--- config.mk ---
export PLATFORM = sky130hd
export DESIGN_NAME = chnd_hash
export DESIGN_NICKNAME = d
export VERILOG_FILES = /design/src/rtl/chnd_pkg.sv /design/src/rtl/chnd_hash.sv
export SDC_FILE = /design/constraint.sdc
export NUM_CORES = 1
export LEC_CHECK = 0
export ABC_AREA = 1
export BUFFER_PORTS_ARGS = -buffer_cell sky130_fd_sc_hd__buf_2
export CAP_MARGIN = 40
export CORE_MARGIN = 3
export CORE_UTILIZATION = 55
export CTS_CLUSTER_SIZE = 16
export DETAILED_ROUTE_END_ITERATION = 10
export PLACE_DENSITY = 0.83
export SKIP_CTS_REPAIR_TIMING = 1
export SYNTH_ARGS = -nofsm -noshare
export SYNTH_HDL_FRONTEND = slang
export SYNTH_SLANG_ARGS = --single-unit
--- constraint.sdc ---
create_clock -name clk -period 4.27 [get_ports clk]
set_input_delay 0 -clock clk [delete_from_list [all_inputs] [get_ports clk]]
set_output_delay 0 -clock clk [all_outputs]
set_load 0.01 [all_outputs]
--- src/rtl/chnd_pkg.sv ---
package chnd_pkg;

	localparam int MAX_ENTRIES = 2048;
	localparam int IDX_W       = $clog2(MAX_ENTRIES);
	localparam int CNT_W       = IDX_W + 1;
	localparam int NAME_CHARS  = 8;
	localparam int NAME_W      = 64;
	localparam int HASH_W      = 32;
	localparam logic [HASH_W-1:0] HASH_SEED = 32'd5381;

	localparam logic KIND_INSERT = 1'b0;
	localparam logic KIND_LOOKUP = 1'b1;

	typedef enum logic [1:0] {
		ST_INSERTED  = 2'd0,
		ST_FOUND     = 2'd1,
		ST_NOT_FOUND = 2'd2,
		ST_FULL      = 2'd3
	} status_t;

	// Request to and response from the hash and modulo unit.
	typedef struct packed {
		logic               start;
		logic [NAME_W-1:0]  name;
		logic [CNT_W-1:0]   count;
	} hash_req_t;

	typedef struct packed {
		logic               done;
		logic [IDX_W-1:0]   bucket;
	} hash_rsp_t;

	// Upper-cases ASCII letters and zeroes every byte from the first NUL on.
	function automatic logic [NAME_W-1:0] canon_name(input logic [NAME_W-1:0] raw);
		logic [NAME_W-1:0] res;
		logic              seen_nul;
		logic [7:0]        c;
		res      = '0;
		seen_nul = 1'b0;
		for (int i = 0; i < NAME_CHARS; i++) begin
			c = raw[8*i +: 8];
			if (c == 8'h00) begin
				seen_nul = 1'b1;
			end
			if (!seen_nul) begin
				if (c >= 8'h61 && c <= 8'h7A) begin
					res[8*i +: 8] = c - 8'h20;
				end else begin
					res[8*i +: 8] = c;
				end
			end
		end
		return res;
	endfunction

endpackage

--- src/rtl/chnd_hash.sv ---
module chnd_hash (
	input  logic                clk,
	input  logic                arst_n,
	input  chnd_pkg::hash_req_t req,
	output chnd_pkg::hash_rsp_t rsp
);
	import chnd_pkg::*;

	typedef enum logic [2:0] {
		H_IDLE = 3'b001,
		H_HASH = 3'b010,
		H_MOD  = 3'b100
	} hstate_t;

	hstate_t             state_q;
	logic [HASH_W-1:0]   h_q;
	logic [NAME_W-1:0]   name_q;
	logic [CNT_W-1:0]    count_q;
	logic [CNT_W-1:0]    rem_q;
	logic [4:0]          step_q;
	logic                done_q;
	logic [IDX_W-1:0]    bucket_q;
	logic [CNT_W-1:0]    rem_shift;
	logic [CNT_W-1:0]    rem_next;
	logic [7:0]          c;

	assign c         = name_q[7:0];
	assign rem_shift = {rem_q[CNT_W-2:0], h_q[HASH_W-1]};
	assign rem_next  = (rem_shift >= count_q) ? rem_shift - count_q : rem_shift;

	always_ff @(posedge clk or negedge arst_n) begin
		if (!arst_n) begin
			state_q <= H_IDLE;
			done_q  <= 1'b0;
			step_q  <= '0;
		end else begin
			done_q <= 1'b0;
			unique case (state_q)
				H_IDLE: begin
					if (req.start) begin
						state_q <= H_HASH;
						step_q  <= '0;
					end
				end
				H_HASH: begin
					step_q <= step_q + 5'd1;
					if (step_q == 5'(NAME_CHARS - 1)) begin
						state_q <= H_MOD;
						step_q  <= '0;
					end
				end
				H_MOD: begin
					step_q <= step_q + 5'd1;
					if (step_q == 5'(HASH_W - 1)) begin
						state_q <= H_IDLE;
						done_q  <= 1'b1;
					end
				end
				default: state_q <= H_IDLE;
			endcase
		end
	end

	always_ff @(posedge clk) begin
		unique case (state_q)
			H_IDLE: begin
				h_q     <= HASH_SEED;
				name_q  <= req.name;
				count_q <= req.count;
				rem_q   <= '0;
			end
			H_HASH: begin
				// A zero byte marks the end; all later bytes are zero too.
				if (c != 8'h00) begin
					h_q <= (h_q << 5) ^ h_q ^ {24'd0, c};
				end
				name_q <= name_q >> 8;
			end
			H_MOD: begin
				rem_q    <= rem_next;
				h_q      <= h_q << 1;
				bucket_q <= rem_next[IDX_W-1:0];
			end
			default: ;
		endcase
	end

	assign rsp.done   = done_q;
	assign rsp.bucket = bucket_q;

`ifndef NO_ASSERTIONS
	a_done_pulse: assert property (@(posedge clk) disable iff (!arst_n)
		done_q |=> !done_q) else $error("hash done held longer than one cycle");
	a_rem_range: assert property (@(posedge clk) disable iff (!arst_n)
		(state_q == H_MOD) |-> (rem_q < count_q)) else $error("remainder out of range");
	a_start_idle: assert property (@(posedge clk) disable iff (!arst_n)
		(req.start && state_q != H_IDLE) |-> 1'b0) else $error("hash started while busy");
`endif

endmodule

==> flow_metrics.env, run 1 <==
export IMPL_cts_buffers=17
export IMPL_ant_nets=0
export IMPL_synth_mux_area_share_pct=0.1450
export IMPL_synth_top_family_by_area="simple AND/OR/NAND/NOR gates"
export IMPL_yosys_area_share_simple_pct=22.85
export IMPL_setup_viol=0
export IMPL_dp_hpwl_um=9371
export IMPL_intPower_w=0.004310
export IMPL_ir_drop_v=0.0004296
export IMPL_fin_worst_skew_ns=0.009281
export IMPL_tightest_slew_ns=0.7831
export IMPL_drt_iter0_drc=420
export IMPL_endpoint="name_q[55]"
export IMPL_route_met2_wl_um=8740
export IMPL_start_util_pct=56.77
export IMPL_fp_dieH_um=118.0
export IMPL_r2r_start="state_q[2]"
export IMPL_synthCells=705
export IMPL_ys_ff_latch=139
export IMPL_grt_max_degree=74
export IMPL_finalNonFillerCells=1059
export IMPL_dr_max_layer_used="met4"
export IMPL_yosysWarnings=0
export IMPL_overflow=0
export IMPL_r2r_end="name_q[55]"
export IMPL_drive_gt1_share_pct=19.44
export IMPL_rows=40
export IMPL_start_kind="flip-flop"
export IMPL_hold_path_class="in -> async"
export IMPL_yosysUniqueCellTypes=41
export IMPL_outcome="finished, final reports clean"
export IMPL_leakage_nw=4.101
export IMPL_nNetsFinal=971
export IMPL_crit_start="state_q[2]"
export IMPL_cp_slowest_cell="nand2_2"
export IMPL_switching_power_w=0.002671
export IMPL_pwr_share_seq_pct=40.9
export IMPL_syn_nets=799
export IMPL_power_density_nw_per_um2=782.3
export IMPL_io_pins=91
export IMPL_hold_violations=0
export IMPL_area_delta_synth_final_pct=29.25
export IMPL_worstPathArrival_ns=2.92
export IMPL_gr_usage_all_layers_pct=20.90
export IMPL_synthXorXnorAreaFrac_pct=1.649
export IMPL_wl_met1_um=6415
export IMPL_drc=0
export IMPL_rsz0062_at_grt="false"
export IMPL_p_sw_share_pct=38.26
export IMPL_maxSlewHeadroom_pct=47.73
export IMPL_hold_worst_slack_ns=0.08856
export IMPL_antenna_found_initial=1
export IMPL_synth_seq_area_share_pct=59.82
export IMPL_synth_edf_count=130
export IMPL_vias_per_cell=5.239
export IMPL_fin_crit_ns=2.839
export IMPL_vias=5548
export IMPL_cts_buffer_depth=2
export IMPL_cts_clk_slew_worst_paths_ns=0.06
export IMPL_combPwrFrac_pct=37.6
export IMPL_wl_per_cell_um=15.82
export IMPL_clk_latency_ns=0.43
export IMPL_timing_final_crit_share_pct=66.48
export IMPL_met3WireLength_um=1068
export IMPL_cts_root_buf="clkbuf_16"
export IMPL_dieArea_um2=13930
export IMPL_cts_num_sinks=139
export IMPL_synthFlopType="edfxtp_1"
export IMPL_required_ns=4.35
export IMPL_slowest_delay_ns=0.87
export IMPL_regToRegSetupSlack_ns=1.43
export IMPL_crit_family="simple AND/OR/NAND/NOR gates"
export IMPL_first_pass_iters=8
export IMPL_cts_tree="built"
export IMPL_path_cells="inv_1, nand3_2, nand2_2, buf_4"
export IMPL_gp_congestion=0.9006
export IMPL_dp_cells=947
export IMPL_portBuffers=90
export IMPL_reg2regPathDepth=4
export IMPL_wl_um=16760
export IMPL_critPathMaxFanout=36
export IMPL_synth_compound_area_share_pct=5.799
export IMPL_postSynthAreaPerCell_um2=9.793
export IMPL_synth_adder_area_share_pct=2.827
export IMPL_cp_depth=4
export IMPL_core_area_um2=12160
export IMPL_async_flop_share_pct=6.475
export IMPL_clock_fmax_mhz=352.3
export IMPL_power_frac_clock_pct=21.5
export IMPL_path_buf_inv=2
export IMPL_htreeDepth=4
export IMPL_worstSetupPathType="reg -> reg"
export IMPL_grt_pass1_wl_um=23390
export IMPL_slew_viol_final=0
export IMPL_synth_area_um2=6904
export IMPL_setup_tns_ns=0
export IMPL_die_w_um=118.0
export IMPL_grt_pass1_vias=5088
export IMPL_drv_cap=0
export IMPL_end_kind="flip-flop"
-- registers in the layout, indices dropped and copies added (netlist names) --
| name | cells |
|---|---|
| bucket_q | 11 |
| count_q | 12 |
| done_q | 1 |
| h_q | 32 |
| name_q | 64 |
| rem_q | 11 |
| state_q | 3 |
| step_q | 5 |
-- cells by family (layout without fill, tap and decap cells) --
kind of cell               count (synthesis)  in the layout
DFF                                      139            139
adders and majority gates                 15             15
buffers and inverters                    118            303
AOI/OAI and AO/OA                         51             51
muxes                                      1              1
other                                      0              1
xor gates and xnor gates                  13             13
and+or+nand+nor                          368            368
-- cells in the mapped netlist (2+ instances only) --
cell type / count / area share [%]
nand3_1: 16 / 1.2
buf_1: 3 / 0.16
nor4_1: 2 / 0.18
edfxtp_1: 130 / 57
o32ai_1: 9 / 1.1
inv_1: 94 / 5.1
ha_1: 14 / 2.5
nand4_1: 9 / 0.82
clkbuf_1: 7 / 0.38
dfrtp_1: 8 / 2.9
nand3_2: 4 / 0.58
o22ai_1: 2 / 0.18
nand2_4: 2 / 0.33
o21ai_2: 5 / 0.63
a32o_1: 14 / 2.0
o211ai_1: 4 / 0.43
nor2_2: 6 / 0.54
xnor2_1: 8 / 1.0
nor2_1: 31 / 1.7
or2_2: 10 / 0.91
nand2_1: 271 / 15
o21ai_0: 8 / 0.58
buf_2: 11 / 0.80
xor2_1: 5 / 0.63
nor2_4: 2 / 0.33
nand2_2: 10 / 0.91
a21oi_1: 6 / 0.43
-- routing by layer --
metal / global-route usage (%) / up-vias
met3: 5.815 / 47
met2: 34.67 / 252
met4: 8.791 / 0
met5: 0 / -
li1: - / 2667
met1: 25.82 / 2582
-- area by class of cell --
| class | instances | area, µm² |
|---|---|---|
| well taps | 168 | 210.2 |
| flip-flops and latches | 139 | 4130 |
| diodes | 1 | 2.502 |
| fillers | 777 | 3238 |
| inverters | 95 | 356.6 |
| clock inverters | 13 | 165.2 |
| multi-input cells | 448 | 2305 |
| clock buffers | 19 | 432.9 |
| repair buffers | 176 | 1321 |
-- layout by cell type, fill, tap and decap left out, types with 14 or more instances in the layout --
cell type,count
dlygate4sd3_1,79
nand3_1,15
clkbuf_16,17
nor2_1,31
edfxtp_1,130
a32o_1,14
ha_1,14
buf_2,90
nand2_1,270
inv_1,93
-- worst min path at each step --
stage | startpoint | endpoint | slack (ns) | cells after the start
final | arst_n | state_q[0] | 0.09 | 2
after global routing | arst_n | state_q[0] | 0.09 | 2
after CTS | arst_n | step_q[2] | -0.59 | 1
after detailed placement | arst_n | done_q | -0.13 | 1
after global placement | arst_n | done_q | -0.14 | 1
after floorplan | arst_n | done_q | -0.30 | 0
-- worst register-to-register path: stages, from the launching register on --
cell	delay, ns
dfrtp_1	0.41
inv_1	0.10
nand3_2	0.58
nand2_2	0.88
buf_4	0.51
-- per-stage QoR --
| stage | util, % | setup slack, ns | area (µm²) | power [W] |
|---|---|---|---|---|
| after global routing | 73.37 | 1.259 | 8924 | 0.007442 |
| after floorplan | - | 1.155 | 6904 | 0.004733 |
| final | 73.37 | 1.431 | 8924 | 0.006981 |
| after global placement | 61.58 | 1.471 | 7490 | 0.005173 |
| after detailed placement | 61.93 | 1.501 | 7532 | 0.005366 |
| after CTS | 66.85 | 1.483 | 8130 | 0.006895 |
-- power by group through the flow --
stage | registers [W] | logic, W | clock network, W
finish | 0.00285 | 0.00263 | 0.00150
global route | 0.00292 | 0.00295 | 0.00157
floorplan | 0.00278 | 0.00196 | 0
detailed placement | 0.00285 | 0.00251 | 0
CTS | 0.00284 | 0.00254 | 0.00151
global placement | 0.00283 | 0.00234 | 0
Power figures use the tool's default switching activity.
==> run 2, diff against run 1 <==
Clock period 4.27 ns to 2.7 ns, I/O delays scaled along.
==> flow_metrics.env, run 2 (synthesized netlist as in run 1, its figures left out) <==
export IMPL_outcome="finished, final reports clean"
export IMPL_clk_latency_ns=0.43
export IMPL_rsz0062_at_grt="false"
export IMPL_cts_buffers=17
export IMPL_grt_pass1_wl_um=23130
export IMPL_fin_crit_ns=2.300
export IMPL_timing_final_crit_share_pct=85.20
export IMPL_vias_per_cell=5.232
export IMPL_reg_largest_list="name_q x64, h_q x32, count_q x12"
export IMPL_final_cell_mix="nand2_1 (270), edfxtp_1 (130), inv_1 (93)"
export IMPL_wl_um=16630
export IMPL_fillers=768
export IMPL_power_density_nw_per_um2=1232
export IMPL_diodes=0
export IMPL_dieArea_um2=13930
export IMPL_grt_pass1_vias=5125
export IMPL_tightest_slew_ns=0.5442
export IMPL_start_kind="flip-flop"
export IMPL_critPathMaxFanout=16
export IMPL_nNetsFinal=973
export IMPL_required_ns=2.87
export IMPL_worstPathArrival_ns=2.47
export IMPL_antenna_found_initial=0
export IMPL_fin_worst_skew_ns=0.01601
export IMPL_maxSlewHeadroom_pct=63.63
export IMPL_place_ws_ns=0.4306
export IMPL_start_util_pct=56.77
export IMPL_multi_input_area_um2=2305
export IMPL_core_area_um2=12160
export IMPL_fp_dieH_um=118.0
export IMPL_vias=5546
export IMPL_cts_root_buf="clkbuf_16"
export IMPL_grt_max_degree=66
export IMPL_setup_viol=0
export IMPL_setup_tns_ns=0
export IMPL_io_pins=91
export IMPL_drv_cap=0
export IMPL_leakage_nw=4.101
export IMPL_slew_viol_final=0
export IMPL_first_pass_iters=5
export IMPL_wl_per_cell_um=15.69
export IMPL_die_w_um=118.0
export IMPL_final_common_cell="nand2_1"
export IMPL_dp_hpwl_um=9466
export IMPL_hold_path_class="in -> async"
export IMPL_drc=0
export IMPL_portBuffers=90
export IMPL_drt_iter0_drc=440
export IMPL_register_area_um2=4130
export IMPL_drive_gt1_share_pct=19.62
export IMPL_ant_nets=0
export IMPL_gp_congestion=0.9131
export IMPL_top_register="name_q"
export IMPL_rows=40
export IMPL_cts_buffer_depth=2
export IMPL_largest_register_ffs=64
export IMPL_ir_drop_v=0.001012
export IMPL_gr_usage_all_layers_pct=20.70
export IMPL_cts_tree="built"
export IMPL_clock_fmax_mhz=434.7
export IMPL_overflow=0
export IMPL_hold_violations=0
export IMPL_cts_num_sinks=139
export IMPL_end_kind="flip-flop"
export IMPL_cts_clk_slew_worst_paths_ns=0.06
export IMPL_postPlaceCellArea_um2=7545
export IMPL_htreeDepth=4
export IMPL_fin_area_um2=8909
export IMPL_area_delta_synth_final_pct=29.03
export IMPL_worst_slack_ns=0.3997
export IMPL_worstSetupPathType="reg -> reg"
==> run 2: cell types whose count changed in the layout (fill, tap and decap cells not counted) <==
cell       previous run  this run
buf_12                0         2
buf_16                1         0
buf_4                 5         7
buf_8                 1         0
bufinv_16             3         2
clkbuf_1              2         0
clkinv_1              2         4
clkinv_2              0         1
clkinv_4              3         2
diode_2               1         0
inv_6                 3         4
==> run 2: report_power, final <==
part	internal [W]	leakage, nW	switching [W]
logic	0.00145	2.44	0.00274
registers	0.00393	1.39	0.000579
clock network	0.00136	0.275	0.000927
total	0.00673	4.10	0.00425
==> run 2: cell type report <==
type / count / share of cell area [%]
tap: 168 / 2.360
clock inverter: 15 / 1.657
multi-input combinational: 448 / 25.87
sequential: 139 / 46.36
inverter: 95 / 4.003
clock buffer: 17 / 4.775
timing repair buffer: 178 / 14.97
==> run 2: per-stage QoR <==
step	hold slack, ns	instances	util, %	power [W]
6_report	0.05971	1060	73.25	0.01098
5_1_grt	0.06615	1060	73.25	0.01169
4_1_cts	-0.5770	981	66.75	0.01080
3_5_place_dp	-0.1327	949	62.04	0.008517
3_3_place_gp	-0.1401	949	62.04	0.008274
2_1_floorplan	-0.2956	705	-	0.007466
==> run 2: worst paths after layout <==
kind,slack (ns),cells after the start,start,endpoint
hold reg to reg,0.51,2,name_q[17],name_q[9]
hold / removal,0.06,2,arst_n,state_q[0]
max in group asynchronous,1.82,3,arst_n,state_q[2]
setup reg to reg,0.40,11,h_q[31],rem_q[2]
min in group clk,0.28,2,req[6],count_q[6]
setup / recovery,0.40,11,h_q[31],rem_q[2]
==> run 2: metal layers <==
metal | track usage [%] | vias to the layer above | wire length, µm
met5 | 0 | - | 0
met4 | 9.451 | 0 | 425
met3 | 5.526 | 43 | 895
met2 | 34.53 | 208 | 8782
met1 | 25.24 | 2629 | 6530
li1 | - | 2666 | -
==> run 2: critical path, cell delays in order (launching register included) <==
cell and delay [ns]:
edfxtp_1 0.38, inv_1 0.07, ha_1 0.23, fa_1 0.43, nor2_2 0.17, nor2_4 0.06, nand2_4 0.06, nand2_4 0.08
nand3_4 0.21, o21ai_0 0.20, o21ai_2 0.10, nor2_1 0.06
